===== config.mk =====
export PLATFORM = sky130hd
export DESIGN_NAME = pll_synth_word_programmer_unit
export DESIGN_NICKNAME = d
export VERILOG_FILES = /design/src/rtl/pswp_pkg.sv /design/src/rtl/pswp_front.sv /design/src/rtl/pswp_div.sv /design/src/rtl/pswp_back.sv /design/src/rtl/pll_synth_word_programmer_unit.sv
export SDC_FILE = /design/constraint.sdc
export NUM_CORES = 1
export LEC_CHECK = 0
export ABC_CLOCK_PERIOD_IN_PS = 6720
export CORE_AREA = 4 4 133 135
export CTS_CLUSTER_DIAMETER = 60
export DETAILED_ROUTE_END_ITERATION = 12
export DIE_AREA = 0 0 137 139
export DONT_BUFFER_PORTS = 1
export PLACE_DENSITY_LB_ADDON = 0.12
export SKIP_CTS_REPAIR_TIMING = 1
export SYNTH_ARGS = -nofsm -noshare
export SYNTH_HDL_FRONTEND = slang
export SYNTH_SLANG_ARGS = --single-unit

===== constraint.sdc =====
create_clock -name clk -period 6.72 [get_ports clk]
set_clock_uncertainty 0.05 [all_clocks]
set_input_delay 0.672 -clock clk [delete_from_list [all_inputs] [get_ports clk]]
set_output_delay 0.672 -clock clk [all_outputs]
set_load 0.01 [all_outputs]

===== src/rtl/pswp_pkg.sv =====
// Shared types and constants for the PLL synthesizer word programmer.
package pswp_pkg;

  // Field widths fixed by the interface
  localparam int FREQ_W  = 22;
  localparam int PFD_W   = 16;
  localparam int REF_W   = 14;
  localparam int CUR_W   = 3;
  localparam int MUX_W   = 3;
  localparam int BL_W    = 2;
  localparam int WORD_W  = 24;
  localparam int IDX_W   = 3;
  localparam int B_W     = 13;
  localparam int A_W     = 6;

  // Request queue depth between the front and back parts
  localparam int QDEPTH  = 2;

  // Configuration register indexes
  localparam logic [IDX_W-1:0] REG_PFD      = 3'd0;
  localparam logic [IDX_W-1:0] REG_REF      = 3'd1;
  localparam logic [IDX_W-1:0] REG_CURRENT  = 3'd2;
  localparam logic [IDX_W-1:0] REG_MUX      = 3'd3;
  localparam logic [IDX_W-1:0] REG_POLARITY = 3'd4;
  localparam logic [IDX_W-1:0] REG_BACKLASH = 3'd5;

  // Latch control bits
  localparam logic [1:0] CTL_REF  = 2'b00;
  localparam logic [1:0] CTL_AB   = 2'b01;
  localparam logic [1:0] CTL_FUNC = 2'b10;

  // Configuration bundle
  typedef struct packed {
    logic [PFD_W-1:0] pfd_khz;
    logic [REF_W-1:0] ref_count;
    logic [CUR_W-1:0] pump_current;
    logic [MUX_W-1:0] mux_select;
    logic             pump_polarity;
    logic [BL_W-1:0]  backlash_code;
  } cfg_t;

  // Queued request: frequency plus zero-divisor class
  typedef struct packed {
    logic [FREQ_W-1:0] freq;
    logic              zero_div;
  } req_t;

  // Divider control and response
  typedef struct packed {
    logic              start;
    logic [FREQ_W-1:0] dividend;
    logic [PFD_W-1:0]  divisor;
  } div_req_t;

  typedef struct packed {
    logic              busy;
    logic              done;
    logic [FREQ_W-1:0] quotient;
  } div_rsp_t;

endpackage


===== src/rtl/pswp_front.sv =====
// Front part: accepts frequency items, classifies them and queues them.
module pswp_front (
  input  logic                       clk,
  input  logic                       rst,
  input  logic                       push,
  output logic                       full,
  input  logic [pswp_pkg::FREQ_W-1:0] freq_khz,
  input  logic                       pfd_zero,
  output logic                       q_valid,
  output pswp_pkg::req_t             q_data,
  input  logic                       q_pop
);
  import pswp_pkg::*;

  localparam int PTR_W = (QDEPTH > 1) ? $clog2(QDEPTH) : 1;
  localparam int CNT_W = $clog2(QDEPTH + 1);

  req_t             entries [QDEPTH];
  logic [PTR_W-1:0] wr_ptr;
  logic [PTR_W-1:0] rd_ptr;
  logic [CNT_W-1:0] count;
  logic             do_push;

  assign full    = (count == CNT_W'(QDEPTH));
  assign q_valid = (count != '0);
  assign q_data  = entries[rd_ptr];
  assign do_push = push && !full;

  // Queue storage, written on accept
  always_ff @(posedge clk) begin
    if (do_push) begin
      entries[wr_ptr] <= '{freq: freq_khz, zero_div: pfd_zero};
    end
  end

  // Pointers and fill count
  always_ff @(posedge clk) begin
    if (rst) begin
      wr_ptr <= '0;
      rd_ptr <= '0;
      count  <= '0;
    end else begin
      if (do_push) begin
        wr_ptr <= (wr_ptr == PTR_W'(QDEPTH - 1)) ? '0 : wr_ptr + 1'b1;
      end
      if (q_pop) begin
        rd_ptr <= (rd_ptr == PTR_W'(QDEPTH - 1)) ? '0 : rd_ptr + 1'b1;
      end
      case ({do_push, q_pop})
        2'b10:   count <= count + 1'b1;
        2'b01:   count <= count - 1'b1;
        default: count <= count;
      endcase
    end
  end

endmodule


===== src/rtl/pswp_div.sv =====
// Restoring divider, one quotient bit per cycle.
module pswp_div (
  input  logic               clk,
  input  logic               rst,
  input  pswp_pkg::div_req_t req,
  output pswp_pkg::div_rsp_t rsp
);
  import pswp_pkg::*;

  localparam int CNT_W = $clog2(FREQ_W + 1);

  logic [FREQ_W-1:0] quo;
  logic [PFD_W-1:0]  rem;
  logic [PFD_W-1:0]  divisor;
  logic [CNT_W-1:0]  cnt;
  logic              busy;
  logic              done;
  logic [PFD_W:0]    trial;
  logic              fits;

  // Shift in the next dividend bit and test against the divisor
  assign trial = {rem, quo[FREQ_W-1]};
  assign fits  = (trial >= {1'b0, divisor});

  // Control
  always_ff @(posedge clk) begin
    if (rst) begin
      busy <= 1'b0;
      done <= 1'b0;
      cnt  <= '0;
    end else begin
      done <= 1'b0;
      if (req.start) begin
        busy <= 1'b1;
        cnt  <= CNT_W'(FREQ_W);
      end else if (busy) begin
        cnt <= cnt - 1'b1;
        if (cnt == CNT_W'(1)) begin
          busy <= 1'b0;
          done <= 1'b1;
        end
      end
    end
  end

  // Datapath
  always_ff @(posedge clk) begin
    if (req.start) begin
      quo     <= req.dividend;
      rem     <= '0;
      divisor <= req.divisor;
    end else if (busy) begin
      quo <= {quo[FREQ_W-2:0], fits};
      rem <= fits ? PFD_W'(trial - {1'b0, divisor}) : trial[PFD_W-1:0];
    end
  end

  assign rsp = '{busy: busy, done: done, quotient: quo};

endmodule


===== src/rtl/pswp_back.sv =====
// Back part: computes N, A and B and emits the four latch words.
module pswp_back #(
  parameter int PRESCALE_P = 16
) (
  input  logic                        clk,
  input  logic                        rst,
  input  pswp_pkg::cfg_t              cfg,
  input  logic                        q_valid,
  input  pswp_pkg::req_t              q_data,
  output logic                        q_pop,
  output pswp_pkg::div_req_t          div_req,
  input  pswp_pkg::div_rsp_t          div_rsp,
  input  logic                        pop,
  output logic                        out_valid,
  output logic [pswp_pkg::WORD_W-1:0] out_word,
  output logic                        out_last
);
  import pswp_pkg::*;

  localparam logic [1:0] PCODE = (PRESCALE_P >= 32) ? 2'd2 :
                                 (PRESCALE_P >= 16) ? 2'd1 : 2'd0;

  // Rounded-up reciprocal of the prescaler modulus; exact for any 22-bit N
  localparam int SHIFT  = FREQ_W + $clog2(PRESCALE_P);
  localparam int RCP_W  = FREQ_W + 2;
  localparam int PROD_W = FREQ_W + RCP_W;
  localparam longint unsigned RCP_FULL =
    ((64'd1 << SHIFT) + 64'(PRESCALE_P) - 64'd1) / 64'(PRESCALE_P);
  localparam logic [RCP_W-1:0] RECIP = RCP_W'(RCP_FULL);

  typedef enum logic [2:0] {ST_IDLE, ST_DIVN, ST_QUOT, ST_SPLIT, ST_EMIT} state_t;

  state_t            state;
  logic [1:0]        idx;
  logic [FREQ_W-1:0] b_q;
  logic [B_W-1:0]    b_val;
  logic [A_W-1:0]    a_val;
  logic [PROD_W-1:0] prod;
  logic [FREQ_W-1:0] a_full;
  logic              slot_free;
  logic              emit;
  logic [WORD_W-1:0] word_next;

  // Pull the next request when idle and start the division by pfd (zero by one when pfd is zero)
  assign q_pop = (state == ST_IDLE) && q_valid;

  always_comb begin
    div_req = '0;
    if (q_pop) begin
      div_req.start    = 1'b1;
      div_req.dividend = q_data.zero_div ? '0 : q_data.freq;
      div_req.divisor  = q_data.zero_div ? PFD_W'(1) : cfg.pfd_khz;
    end
  end

  // Split N by the prescaler: B by reciprocal multiply, A as what is left
  // (the divider holds its quotient until the next start)
  assign prod   = PROD_W'(div_rsp.quotient) * PROD_W'(RECIP);
  assign a_full = div_rsp.quotient - b_q * FREQ_W'(PRESCALE_P);

  // Latch word for the current emit slot
  always_comb begin
    case (idx)
      2'd0: word_next = {PCODE, 4'b0, cfg.pump_current, 7'b0, cfg.pump_polarity,
                         cfg.mux_select, 1'b0, 1'b1, CTL_FUNC};
      2'd1: word_next = {6'b0, cfg.backlash_code, cfg.ref_count, CTL_REF};
      2'd2: word_next = {2'b0, 1'b0, b_val, a_val, CTL_AB};
      default: word_next = {PCODE, 4'b0, cfg.pump_current, 7'b0, cfg.pump_polarity,
                            cfg.mux_select, 1'b0, 1'b0, CTL_FUNC};
    endcase
  end

  assign slot_free = !out_valid || pop;
  assign emit      = (state == ST_EMIT) && slot_free;

  // Sequencer with output register
  always_ff @(posedge clk) begin
    if (rst) begin
      state     <= ST_IDLE;
      idx       <= '0;
      out_valid <= 1'b0;
      out_last  <= 1'b0;
    end else begin
      if (emit) begin
        out_valid <= 1'b1;
      end else if (pop) begin
        out_valid <= 1'b0;
      end
      case (state)
        ST_IDLE: begin
          if (q_pop) begin
            state <= ST_DIVN;
          end
        end
        ST_DIVN: begin
          if (div_rsp.done) begin
            state <= ST_QUOT;
          end
        end
        ST_QUOT: begin
          b_q   <= FREQ_W'(prod >> SHIFT);
          state <= ST_SPLIT;
        end
        ST_SPLIT: begin
          b_val <= b_q[B_W-1:0];
          a_val <= a_full[A_W-1:0];
          idx   <= '0;
          state <= ST_EMIT;
        end
        ST_EMIT: begin
          if (slot_free) begin
            out_word <= word_next;
            out_last <= (idx == 2'd3);
            idx      <= idx + 1'b1;
            if (idx == 2'd3) begin
              state <= ST_IDLE;
            end
          end
        end
        default: state <= ST_IDLE;
      endcase
    end
  end

endmodule


===== src/rtl/pll_synth_word_programmer_unit.sv =====
// Top level of the PLL synthesizer word programmer.
// An accepted item passes the queue, the 22-step serial division freq / pfd, the ST_QUOT and
// ST_SPLIT states and the output register to its first latch word; the other three words follow
// back to back while pop keeps up. The back part takes the next item only when idle, after its
// four word slots; meanwhile a two-entry queue takes new items.
// Reset (synchronous, rst high): configuration and control registers take their default values, queue and output empty.
module pll_synth_word_programmer_unit #(
  parameter int PRESCALE_P = 16
) (
  input  logic                        clk,
  input  logic                        rst,
  input  logic                        push,
  output logic                        full,
  input  logic [pswp_pkg::FREQ_W-1:0] freq_khz,
  output logic                        empty,
  input  logic                        pop,
  output logic [pswp_pkg::WORD_W-1:0] latch_word,
  output logic                        last_word,
  input  logic                        wr_en,
  input  logic [pswp_pkg::IDX_W-1:0]  wr_index,
  input  logic [pswp_pkg::PFD_W-1:0]  wr_data
);
  import pswp_pkg::*;

  cfg_t     cfg;
  logic     q_valid;
  req_t     q_data;
  logic     q_pop;
  div_req_t div_req;
  div_rsp_t div_rsp;
  logic     out_valid;

  // Configuration registers
  always_ff @(posedge clk) begin
    if (rst) begin
      cfg.pfd_khz       <= PFD_W'(500);
      cfg.ref_count     <= REF_W'(80);
      cfg.pump_current  <= CUR_W'(7);
      cfg.mux_select    <= MUX_W'(2);
      cfg.pump_polarity <= 1'b1;
      cfg.backlash_code <= BL_W'(2);
    end else if (wr_en) begin
      case (wr_index)
        REG_PFD:      cfg.pfd_khz       <= wr_data;
        REG_REF:      cfg.ref_count     <= wr_data[REF_W-1:0];
        REG_CURRENT:  cfg.pump_current  <= wr_data[CUR_W-1:0];
        REG_MUX:      cfg.mux_select    <= wr_data[MUX_W-1:0];
        REG_POLARITY: cfg.pump_polarity <= wr_data[0];
        REG_BACKLASH: cfg.backlash_code <= wr_data[BL_W-1:0];
        default: ;
      endcase
    end
  end

  pswp_front u_front (
    .clk      (clk),
    .rst      (rst),
    .push     (push),
    .full     (full),
    .freq_khz (freq_khz),
    .pfd_zero (cfg.pfd_khz == '0),
    .q_valid  (q_valid),
    .q_data   (q_data),
    .q_pop    (q_pop)
  );

  pswp_div u_div (
    .clk (clk),
    .rst (rst),
    .req (div_req),
    .rsp (div_rsp)
  );

  pswp_back #(
    .PRESCALE_P (PRESCALE_P)
  ) u_back (
    .clk       (clk),
    .rst       (rst),
    .cfg       (cfg),
    .q_valid   (q_valid),
    .q_data    (q_data),
    .q_pop     (q_pop),
    .div_req   (div_req),
    .div_rsp   (div_rsp),
    .pop       (pop),
    .out_valid (out_valid),
    .out_word  (latch_word),
    .out_last  (last_word)
  );

  assign empty = !out_valid;

  // Checks
  a_pop_nonempty: assert property (@(posedge clk) disable iff (rst) q_pop |-> q_valid)
    else $error("request taken from empty queue");

  a_div_idle_start: assert property (@(posedge clk) disable iff (rst)
    div_req.start |-> !div_rsp.busy)
    else $error("divider started while busy");

  a_reset_clears: assert property (@(posedge clk) $past(rst) |-> (!full && empty))
    else $error("queue or output not empty after reset");

endmodule

After elaboration in Yosys (flattened, before gate mapping)
Memory sizes are Yosys's and may differ from the RTL's. A register that Yosys moved wholly into a read port is not among the register bits.
Index checks and enable logic that the tools add are counted.
{"block": "word_totals", "memories": 1, "ramBits": 46, "ff_bits": 167}
{"memory": "u_front.entries", "words": 2, "word_bits": 23, "rd": 1, "rd_clocked_by_memory_dff": 1, "write_ports": 1, "line_no": "pswp_front.sv:18", "text": "req_t entries [QDEPTH];"}
{"block": "op_classes", "bitwise": 3, "n_lt_le_gt_ge": 1, "n_mux": 29, "n_addsub": 8, "eq_ne": 20, "n_reduce_logical": 30}
{"operator": "$pmux W23 S3", "n": 1}
{"operator": "$mux W22", "n": 3}
{"operator": "$mux W39", "n": 1}
{"operator": "$mux W16", "n": 2}
{"operator": "$reduce_and A2 Y1", "n": 10}
{"operator": "$ge A17 B16 Y1", "n": 1}
{"operator": "$logic_not A16 Y1", "n": 1}
{"operator": "$sub A16 B16 Y16", "n": 1}
{"operator": "$pmux W3 S5", "n": 1}
{"operator": "$eq A3 B2 Y1 const B", "n": 4}
{"operator": "$mux W1", "n": 12}
{"operator": "$mux W3", "n": 4}
{"operator": "$mux W5", "n": 2}
{"operator": "$reduce_bool A2 Y1", "n": 5}
{"operator": "$eq A3 B3 Y1 const B", "n": 3}
{"operator": "$eq A2 B2 Y1 const B", "n": 4}
{"operator": "$pmux W2 S2", "n": 2}
{"operator": "$eq A3 B1 Y1 const B", "n": 2}
{"operator": "$logic_not A3 Y1", "n": 2}
{"operator": "$ne A2 B2 Y1 const B", "n": 3}
{"operator": "$sub A6 B6 Y6", "n": 1}
{"operator": "$eq A5 B1 Y1 const B", "n": 1}
{"operator": "$sub A5 B1 Y5 const B", "n": 1}
{"operator": "$add A2 B1 Y2 const B", "n": 2}
{"operator": "other kinds (14)", "n": 22}

Logic depth before layout (Yosys ltp)
Gate-level depths: netlist (run 1).
{"block": "logic_depth", "ltp_word": 5, "mapped_depth": 11, "mapped_depth_nobuf": 11}

Hierarchy
From an unflattened synthesis (run 1), not the netlist that was laid out.
{"block": "hier_totals", "cells_unflattened": 776, "hier_area_um2": 9485.3}
{"module": "pswp_div", "area_per_inst_um2": 3343.2, "n_inst": 1, "cells_per_inst": 317}
{"module": "pswp_back", "area_per_inst_um2": 2608.8, "n_inst": 1, "cells_per_inst": 200}
{"module": "pswp_front", "area_per_inst_um2": 1869.3, "n_inst": 1, "cells_per_inst": 96}
{"module": "pll_synth_word_programmer_unit", "area_per_inst_um2": 1664.1, "n_inst": 1, "cells_per_inst": 163}

Least setup slack after synthesis (run 1)
Ideal clock, no wire load.
{"block": "synth_timing", "path_type": "in2reg", "startpoint": "input port rst", "endpoint": "register u_back.a_val[0], enable pin", "setup_slack_ns": 3.463, "t_arrival_ns": 2.763, "stages": 2, "path_buffers": 1, "setup_ns": 0.444, "path_cell_list": "clkbuf_1 > nor4bb_1"}
{"block": "synth_via", "elab_chain_cells": 2}
{"item": "from (decl)", "line_no": "pll_synth_word_programmer_unit.sv:11", "text": "input logic rst,"}
{"item": "$not A1 Y1 (no source line)"}
{"item": "$reduce_and A2 Y1 (no source line)"}
{"item": "to (signal assigned)", "line_no": "pswp_back.sv:106", "text": "a_val <= a_full[A_W-1:0];"}
{"item": "to (decl)", "line_no": "pswp_back.sv:37", "text": "logic [A_W-1:0] a_val;"}
No other way between the ends.
A chain may end at the register's enable or synchronous reset.

Worst setup path in the final report (run 1)
{"block": "layout_timing", "startpoint": "register u_back.state[2]", "endpoint": "register u_div.quo[5], enable pin"}
{"block": "layout_via", "elab_chain_cells": 4}
{"item": "from (decl)", "line_no": "pswp_back.sv:33", "text": "state_t state;"}
{"item": "from (signal assigned)", "line_no": "pswp_back.sv:79", "text": "state <= ST_IDLE;"}
{"item": "from (signal assigned)", "line_no": "pswp_back.sv:92", "text": "state <= ST_DIVN;"}
{"item": "from (signal assigned)", "line_no": "pswp_back.sv:97", "text": "state <= ST_QUOT;"}
{"item": "$logic_not A3 Y1", "line_no": "pswp_back.sv:45", "text": "assign q_pop = (state == ST_IDLE) && q_valid;"}
{"item": "$logic_and A1 B1 Y1", "line_no": "pswp_back.sv:45"}
{"item": "net q_pop", "line_no": "pll_synth_word_programmer_unit.sv:28", "text": "logic q_pop;"}
{"item": "$mux W39", "line_no": "pswp_back.sv:49", "text": "if (q_pop) begin"}
{"item": "$reduce_bool A2 Y1 (no source line)"}
{"item": "to (signal assigned)", "line_no": "pswp_div.sv:49", "text": "quo <= req.dividend;"}
{"item": "to (signal assigned)", "line_no": "pswp_div.sv:53", "text": "quo <= {quo[FREQ_W-2:0], fits};"}
{"item": "to (decl)", "line_no": "pswp_div.sv:12", "text": "logic [FREQ_W-1:0] quo;"}
The timed path passes the listed nets, and every way through them passes these cells.

==> run metrics, run 1 <==
gr usage total=0.1856; CP required=between 6000 and 7000 ps; final core occ=0.5932; Worst path max stage delay=between 600 and 700 ps; initial core utilization=0.5407; Core Box Area=about 16,000 µm²; io pins=73; Initial DRC Count=around 400; Fmax=~0.29 GHz; CTS root buf=clkbuf_16; post-synthesis cell count=761; Crit Path Class=reg -> reg; share of cells above drive strength 1=0.06658; GPL Wtd Cong=a little under 0.9; Synth cell types=56; die area=around 19,000 µm²; register area share after synthesis=0.6285; vias in the first global route=~5,200; Final Cycle Share=0.5116; Pre-Repair DR Iteration Count=5; global route overflow=0; Post-Route Setup TNS=0 ps; crit path cell chain=inv_1 -> o211ai_1 -> buf_4 -> inv_2 -> nor2_1 -> inv_1; Main synth FF type=edfxtp_1; RSZ-0062 raised after global routing=no; Die Ht=139 µm; WL final=roughly 18,000 µm; # fillers=around 1,400; final std cells w/o fill=between 900 and 1,000; Peak VDD IR=~0.22 mV; startpoint types=flop; post-route cell area=9767 µm²; Worst Tran Pin Value=between 1000 and 1500 ps; Synth warnings=0; flops & latches, synth=~210; Reg clk slew, reported paths=roughly 60 ps; CTS tree=done; Syn Area/Cell=roughly 12 µm²; Routed WL per cell=17.78 µm; pwr/cell area=between 400 and 500 nW/µm²; CP max FO=56; worst hold path class=in -> reg; Post-synth EDFFs=137; Async SR Flop Fraction=0; Placed Instances=~950; clock sinks=around 210; CP dominant cell by count=inv_1; Diodes inserted=0; Max clock buf depth=3; initial antenna violation count=0; remaining antenna violation count=0; reg-to-reg setup timing slack=between 3000 and 4000 ps; global-route wire length before repair=about 28,000 µm; Syn Std Cell Area=8902 µm²; Clock Latency Late Sink=between 500 and 600 ps; DP Area=about 9000 µm²; final critical-path required period=between 3000 and 4000 ps; via count=between 5,000 and 6,000; # nets final=about 820; Crit. End Element=flop; Port Buffer Count=0; Power, Total=roughly 4.2 mW; HPWL Detailed=between 10,000 and 15,000 µm; # rows=47; vias per inst=roughly 5.6; largest net degree at the start of global routing=between 60 and 70; run status=completed; slowest library cell on the worst path=nor2_1; CTS Buf Count=22; Slew HR=0.2504; Final Setup Violations=0; Leakage Power=~3.6 nW; H-tree levels=1; Final Max Tran Viols=0; die width=about 140 µm; DRC viols=0; max cap viols=0; crit path DAT=about 3500 ps; Final Hold Vio Count=0; Syn-to-layout area delta=9.712%
==> report_power, final <==
part	leakage, nW	switching, mW	internal, mW
clock network	0.344	0.487	0.658
logic	1.33	0.749	0.476
registers	1.89	0.159	1.71
total	3.56	1.39	2.85
==> critical path: cells and delay by family (launching register included) <==
kind	cells	cell delay [ps]
AND/OR/NAND/NOR	1	690
flip-flops	1	510
AO/OA/AOI/OAI	1	110
buffers and inverters	4	1610
==> synthesized netlist by cell type, types with 6 or more instances <==
library cell    n  area share
a211o_1         6      0.0059
xnor2_1        14       0.014
edfxtp_1      137        0.46
mux2i_1        35       0.039
dfxtp_1        74        0.17
a21o_1          6      0.0051
a21oi_1        50       0.028
a22o_1          8      0.0079
and2_1         19       0.013
o31ai_1        21       0.018
nand2_1       121       0.051
nand2b_1        7      0.0049
clkbuf_1       28       0.012
nand3b_1        9      0.0076
o21ai_0        21       0.012
ha_1           25       0.035
inv_1          29       0.012
o21ai_1         9      0.0051
nor2b_1        10      0.0070
nor3_1          9      0.0051
nand3_1        14      0.0079
nor2_1         35       0.015
xor2_1          9      0.0089
==> area by class of cell <==
type	instances	area [µm²]	area share
Sequential cell	211	5595	0.5729
Multi-Input combinational cell	480	3044	0.3117
Clock buffer	26	618.1	0.06328
Tap cell	220	275.3	0.02818
Inverter	30	112.6	0.01153
Clock inverter	13	76.32	0.007814
Timing Repair Buffer	6	45.04	0.004612
==> through the flow <==
stage,setup WS (ps),hold WS [ps]
2_1_floorplan,3463,350.3
3_3_place_gp,3394,355.3
3_5_place_dp,3305,356.3
4_1_cts,3270,150.6
5_1_grt,2888,156.1
6_report,3282,173.0
==> metal layers <==
layer / GRT usage / share of wire / up-vias
li1: - / - / 2703
met1: 0.2672 / 0.45 / 2597
met2: 0.2817 / 0.45 / 177
met3: 0.03302 / 0.058 / 33
met4: 0.07038 / 0.038 / 0
met5: 0 / 0 / -
==> placed cells by master (no fill, tap or decap), types with 2 or more instances in the layout <==
cell type,Yosys,layout
a2111oi_0,2,2
a211o_1,6,6
a211oi_1,3,3
a21o_1,6,6
a21oi_1,50,50
a22o_1,8,8
a31oi_1,2,2
a32oi_1,5,5
and2_1,19,19
buf_4,3,6
clkbuf_16,0,24
clkinv_1,0,3
clkinv_2,0,6
conb_1,1,2
dfxtp_1,74,74
edfxtp_1,137,137
ha_1,25,25
inv_1,29,29
mux2i_1,35,35
nand2_1,121,121
nand2b_1,7,7
nand3_1,14,14
nand3b_1,9,9
nand4_1,2,2
nor2_1,35,34
nor2b_1,10,10
nor3_1,9,9
nor4_1,5,5
nor4b_1,4,3
o21a_1,2,2
o21ai_0,21,21
o21ai_1,9,9
o311ai_1,3,3
o31ai_1,21,21
or3_1,5,5
xnor2_1,14,14
xor2_1,9,9
==> final timing paths <==
| check | start | to | cells after the start |
|---|---|---|---|
| setup / recovery | u_back.state[2] | u_div.quo[5] | 6 |
| hold / removal | rst | cfg[38] | 1 |
| setup reg to reg | u_back.state[2] | u_div.quo[5] | 6 |
| hold reg to reg | u_back.b_q[5] | u_back.b_val[5] | 0 |
==> cells by family after synthesis <==
kind of cell,after synthesis,share of synthesized area
and+or+nand+nor,247,0.1300
AOI/OAI and AO/OA,146,0.1078
other,1,0.0004212
DFF,211,0.6285
buffers and inverters,71,0.03261
adders and majority gates,26,0.03739
muxes,36,0.04062
xor gates and xnor gates,23,0.02263
==> flip-flops by register name, indices dropped and copies added (netlist names), named ones only <==
name              count
u_front.entries      46
cfg                  39
u_div.quo            22
u_back.out_word      21
u_div.divisor        16
u_div.rem            16
u_back.b_q           13
u_back.b_val         13
u_back.a_val          6
u_div.cnt             5
u_back.state          3
u_back.idx            2
u_front.count         2
u_back.out_last       1
u_back.out_valid      1
u_div.busy            1
u_div.done            1
u_front.rd_ptr        1
u_front.wr_ptr        1
Note: power is estimated with default switching activity, not from simulation.
==> inputs of run 2 (changes only) <==
--- a/config.mk
+++ b/config.mk
@@ -5,7 +5,7 @@
 export SDC_FILE = /design/constraint.sdc
 export NUM_CORES = 1
 export LEC_CHECK = 0
-export ABC_CLOCK_PERIOD_IN_PS = 6720
+export ABC_CLOCK_PERIOD_IN_PS = 3570
 export CORE_AREA = 4 4 133 135
 export CTS_CLUSTER_DIAMETER = 60
 export DETAILED_ROUTE_END_ITERATION = 12
==> constraint.sdc (replaced) <==
create_clock -name clk -period 3.57 [get_ports clk]
set_clock_uncertainty 0.05 [all_clocks]
set_input_delay 0.357 -clock clk [delete_from_list [all_inputs] [get_ports clk]]
set_output_delay 0.357 -clock clk [all_outputs]
set_load 0.01 [all_outputs]
==> run metrics, run 2 (same netlist as run 1, synthesis figures left out) <==
CTS tree=done; reg-to-reg setup timing slack=790 ps (-2490 ps); delay-heaviest family, CP=compound AO/OA/AOI/OAI gates; Leakage Power=3.764 nW (+5.8%); Fmax=0.3601 GHz (+24%); Crit. End Element=flop; CP max FO=23 (-59%); max reg flops=46 (unchanged); DP Area=9080 µm² (about the same); final worst slack=792.7 ps (-2489 ps); Final Max Tran Viols=0 (unchanged); Max clock buf depth=3 (unchanged); largest net degree at the start of global routing=62 (unchanged); HPWL Detailed=12,530 µm (+2.9%); final critical-path required period=2777 ps (-660.6 ps); # fillers=1,303 (-3.6%); die width=137 µm (unchanged); FF-to-FF End=u_div.rem[8]; # rows=47 (unchanged); slowest library cell on the worst path=o32ai_4; Peak VDD IR=0.5108 mV (+130%); leading cell type in the layout, fill and taps excluded=edfxtp_1; share of cells above drive strength 1=0.06551 (-0.001067); CTS root buf=clkbuf_16; final std cells w/o fill=1,030 (+4.5%); worst path buffer plus inverter count=1 (-3); remaining antenna violation count=0 (unchanged); Initial DRC Count=223 (-44%); clock sinks=211 (unchanged); Post-Route Setup TNS=0 ps (unchanged); Final Hold Vio Count=0 (unchanged); Port Buffer Count=0 (unchanged); Clock Latency Late Sink=500 ps (-20 ps); crit path cell chain=inv_1 -> ha_1 -> a21o_1 -> a31oi_2 -> nand2_2 -> a211o_1 -> o32ai_4 -> mux2i_1 -> a21oi_1; vias per inst=5.479 (-2.0%); run status=completed; WL final=18,480 µm (+5.4%); DP Worst Slack=808.2 ps (-2497 ps); crit path from=u_div.divisor[4]; worst hold path class=in -> reg; Pre-Repair DR Iteration Count=5 (unchanged); Core Box Area=16,470 µm² (unchanged); Seq. cell area=5595 µm² (unchanged); Routed WL per cell=17.94 µm (+0.90%); CP required=3860 ps (-2890 ps); initial core utilization=0.5407 (unchanged); number of stages on the worst setup path=9 (+3); Die Ht=139 µm (unchanged); crit path DAT=3070 ps (-390 ps); biggest regs=u_front.entries (46), cfg (39), u_div.quo (22); reg2reg start=u_div.divisor[4]; io pins=73 (unchanged); max cap viols=0 (unchanged); post-route cell area=10,250 µm² (+4.9%); RSZ-0062 raised after global routing=no; gr usage total=0.1879 (+0.002273); most frequent cells in the layout=edfxtp_1 (137), nand2_1 (121), dfxtp_1 (74), a21oi_1 (50), dlygate4sd3_1 (38); # nets final=864 (+5.0%); die area=19,040 µm² (unchanged); via count=5,643 (+2.4%); Syn-to-layout area delta=15.14%; Final Setup Violations=0 (unchanged); GPL Wtd Cong=0.8633 (-3.3%); global route overflow=0 (unchanged); CTS Buf Count=23 (+4.5%); Power, Total=8.240 mW (+94%); pwr/cell area=804.0 nW/µm² (+85%); H-tree levels=1 (unchanged); initial antenna violation count=0 (unchanged); Crit Path Class=reg -> reg; Slew HR=0.2377 (-0.01265); Placed Instances=948 (+0.11%); Worst path max stage delay=600 ps (-90 ps); Most flops, register=u_front.entries; CP Capture Point=u_div.rem[8]; global-route wire length before repair=28,410 µm (+1.2%); DRC viols=0 (unchanged); FF-to-FF path depth=9 (+3); startpoint types=flop; Final Cycle Share=0.7780 (+0.2664); multi-input logic area=3044 µm² (unchanged); vias in the first global route=5,410 (+3.1%); Worst Tran Pin Value=1143 ps (+18.97 ps); Reg clk slew, reported paths=60 ps (about the same)
-- run 2: metal layers --
| layer | track usage | part of all wire |
|---|---|---|
| met1 | 0.2731 | 0.47 |
| met2 | 0.2853 | 0.46 |
| met3 | 0.03302 | 0.042 |
| met4 | 0.06565 | 0.031 |
| met5 | 0 | 0 |
-- run 2: worst min path at each step --
stage / startpoint / end / slack [ps] / cells after the start
3_5_place_dp: u_back.b_q[10] / u_back.b_val[10] / 360 / 0
4_1_cts: rst / u_div.cnt[2] / -140 / 1
2_1_floorplan: u_back.b_q[10] / u_back.b_val[10] / 350 / 0
6_report: wr_index[0] / cfg[2] / 60 / 3
5_1_grt: wr_index[0] / cfg[2] / 80 / 3
3_3_place_gp: u_back.b_q[11] / u_back.b_val[11] / 360 / 0
-- run 2: per-stage QoR --
| stage | hold slack [ps] | utilization |
|---|---|---|
| 2_1_floorplan | 350.3 | - |
| 3_3_place_gp | 355.9 | 0.5514 |
| 3_5_place_dp | 357.2 | 0.5514 |
| 4_1_cts | -142.2 | 0.5976 |
| 5_1_grt | 79.04 | 0.6223 |
| 6_report | 63.22 | 0.6225 |
-- run 2: area by class of cell --
| cell class | instances | area share |
|---|---|---|
| flip-flops and latches | 211 | 0.5459 |
| multi-input cells | 480 | 0.2970 |
| clock buffers | 37 | 0.06812 |
| repair buffers | 46 | 0.04492 |
| well taps | 220 | 0.02686 |
| inverters | 30 | 0.01099 |
| clock inverters | 5 | 0.005981 |
| diodes | 1 | 0.0002441 |
-- run 2: report_power, final --
group	switching (mW)	total (mW)	internal [mW]	leakage (nW)
combinational	1.45	2.39	0.934	1.50
sequential	0.296	3.52	3.22	1.89
clock	0.919	2.33	1.42	0.375
total	2.67	8.24	5.57	3.76
-- run 2: tightest hold or removal path, stage by stage --
cell and delay [ps]:
nor3_1 40, mux2i_1 110, nand2b_1 70
==> inputs of run 3 (changes only) <==
--- a/config.mk
+++ b/config.mk
@@ -5,7 +5,7 @@
 export SDC_FILE = /design/constraint.sdc
 export NUM_CORES = 1
 export LEC_CHECK = 0
-export ABC_CLOCK_PERIOD_IN_PS = 3570
+export ABC_CLOCK_PERIOD_IN_PS = 2330
 export CORE_AREA = 4 4 133 135
 export CTS_CLUSTER_DIAMETER = 60
 export DETAILED_ROUTE_END_ITERATION = 12
==> constraint.sdc (replaced) <==
create_clock -name clk -period 2.33 [get_ports clk]
set_clock_uncertainty 0.05 [all_clocks]
set_input_delay 0.233 -clock clk [delete_from_list [all_inputs] [get_ports clk]]
set_output_delay 0.233 -clock clk [all_outputs]
set_load 0.01 [all_outputs]
==> run metrics, run 3 (same netlist as run 1, synthesis figures left out) <==
Final Max Tran Viols=0 (unchanged); io pins=73 (unchanged); Hold EP=cfg[4]; Max clock buf depth=3 (unchanged); Leakage Power=4.026 nW (+7.0%); Core Box Area=16,470 µm² (unchanged); largest net degree at the start of global routing=62 (unchanged); Final Setup Violations=0 (unchanged); max reg flops=46 (unchanged); Final Hold Vio Count=1 (+1); pwr/cell area=1285 nW/µm² (+60%); CTS tree=done; Crit. End Element=flop; CP max FO=8 (-65%); Slew HR=0.5358 (+0.2981); vias in the first global route=5,536 (+2.3%); Diodes inserted=0 (-1); Worst path max stage delay=400 ps (-200 ps); post-route cell area=10,810 µm² (+5.5%); Peak VDD IR=0.7369 mV (+44%); initial core utilization=0.5407 (unchanged); WL final=19,170 µm (+3.7%); DRC viols=0 (unchanged); Routed WL per cell=17.97 µm (+0.13%); FF-to-FF path depth=10 (+1); WHS=-0.2821 ps (-63.51 ps); H-tree levels=1 (unchanged); CTS Buf Count=23 (unchanged); delay-heaviest family, CP=compound AO/OA/AOI/OAI gates; crit path from=u_div.divisor[4]; Post-Route Setup TNS=0 ps (unchanged); remaining antenna violation count=0 (unchanged); hold path start=wr_index[1]; Fmax=0.4312 GHz (+20%); Final Cycle Share=0.9953 (+0.2173); Worst Tran Pin Value=695.9 ps (-447.5 ps); GPL Wtd Cong=0.9425 (+9.2%); biggest regs=u_front.entries (46), cfg (39), u_div.quo (22); RSZ-0062 raised after global routing=yes; Most flops, register=u_front.entries; via count=5,887 (+4.3%); Port Buffer Count=0 (unchanged); max cap viols=0 (unchanged); worst path buffer plus inverter count=2 (+1); final core occ=0.6565 (+0.03397); leading cell type in the layout, fill and taps excluded=edfxtp_1; gr usage total=0.1913 (+0.003375); Hold Path Stages=2 (-1); Pre-Repair DR Iteration Count=5 (unchanged); run status=complete, but fails checks; crit path DAT=2660 ps (-410 ps); die width=137 µm (unchanged); reg2reg start=u_div.divisor[4]; vias per inst=5.517 (+0.71%); slowest library cell on the worst path=edfxtp_1; die area=19,040 µm² (unchanged); global-route wire length before repair=29,010 µm (+2.1%); Crit Path Class=reg -> reg; startpoint types=flop; Die Ht=139 µm (unchanged); initial antenna violation count=0 (unchanged); Clock Latency Late Sink=520 ps (+20 ps); crit path cell chain=inv_2 -> ha_4 -> a21o_1 -> a31oi_4 -> nand2_2 -> a211o_1 -> o32ai_4 -> buf_12 -> mux2i_1 -> a21oi_1; HPWL Detailed=12,870 µm (+2.7%); Reg clk slew, reported paths=60 ps (about the same); DP Area=9326 µm² (+2.7%); worst hold path class=in -> reg; CP required=2680 ps (-1180 ps); clock sinks=211 (unchanged); most frequent cells in the layout=edfxtp_1 (137), nand2_1 (121), dfxtp_1 (74), a21oi_1 (46), dlygate4sd3_1 (43); global route overflow=0 (unchanged); Syn-to-layout area delta=21.42%; share of cells above drive strength 1=0.1393 (+0.07380); failing checks=hold timing; # rows=47 (unchanged); FF-to-FF End=u_div.rem[9]; # nets final=902 (+4.4%); final critical-path required period=2319 ps (-458.3 ps); reg-to-reg setup timing slack=10 ps (-780 ps); CTS root buf=clkbuf_16; Initial DRC Count=352 (+58%)
## run 3: worst max path at each step
stage | endpoint | slack (ps) | cells past startpoint
6_report | u_div.rem[9] | 10 | 10
5_1_grt | u_div.rem[8] | -80 | 10
4_1_cts | u_div.rem[8] | -110 | 11
3_5_place_dp | u_div.rem[8] | -80 | 11
3_3_place_gp | u_div.rem[8] | -20 | 11
2_1_floorplan | u_back.a_val[0] | 20 | 2
## run 3: power breakdown
part / total (mW) / internal, mW / switching [mW]
Sequential: 5.38 / 4.93 / 0.447
Clock: 3.77 / 2.29 / 1.48
Combinational: 4.74 / 2.10 / 2.64
Total: 13.9 / 9.33 / 4.56
## run 3: routing by layer
metal  up-vias  global-route usage  wire length [µm]
met5         -                   0                 0
met4         0             0.05987               510
met3        34             0.03701               876
met2       170              0.3013              9094
met1      2808              0.2686              8689
li1       2875                   -                 -
## run 3: final cells by class
class                      count  area, µm²
fill                        1250       5657
sequential                   211       5595
multi-input combinational    480       3214
timing repair buffer          84      804.5
clock buffer                  27      631.9
tap                          220      275.3
clock inverter                15      171.4
inverter                      30      116.4
## run 3: worst register-to-register path, stage by stage, from the launching register on
cell	delay [ps]
edfxtp_1	400
inv_2	90
ha_4	210
a21o_1	190
a31oi_4	160
nand2_2	90
a211o_1	340
o32ai_4	220
buf_12	190
mux2i_1	200
a21oi_1	80
## run 3: metrics by stage
step                      hold slack (ps)  power, mW  setup slack, ps  cells
after detailed placement            261.7      9.520           -77.77    977
after CTS                          -276.4      13.33           -110.9   1019
after floorplan                     281.9      8.185            22.40    762
after global routing                4.858      14.67           -75.99   1067
after global placement              257.3      9.430           -19.22    977
final                             -0.2821      13.89            11.05   1067
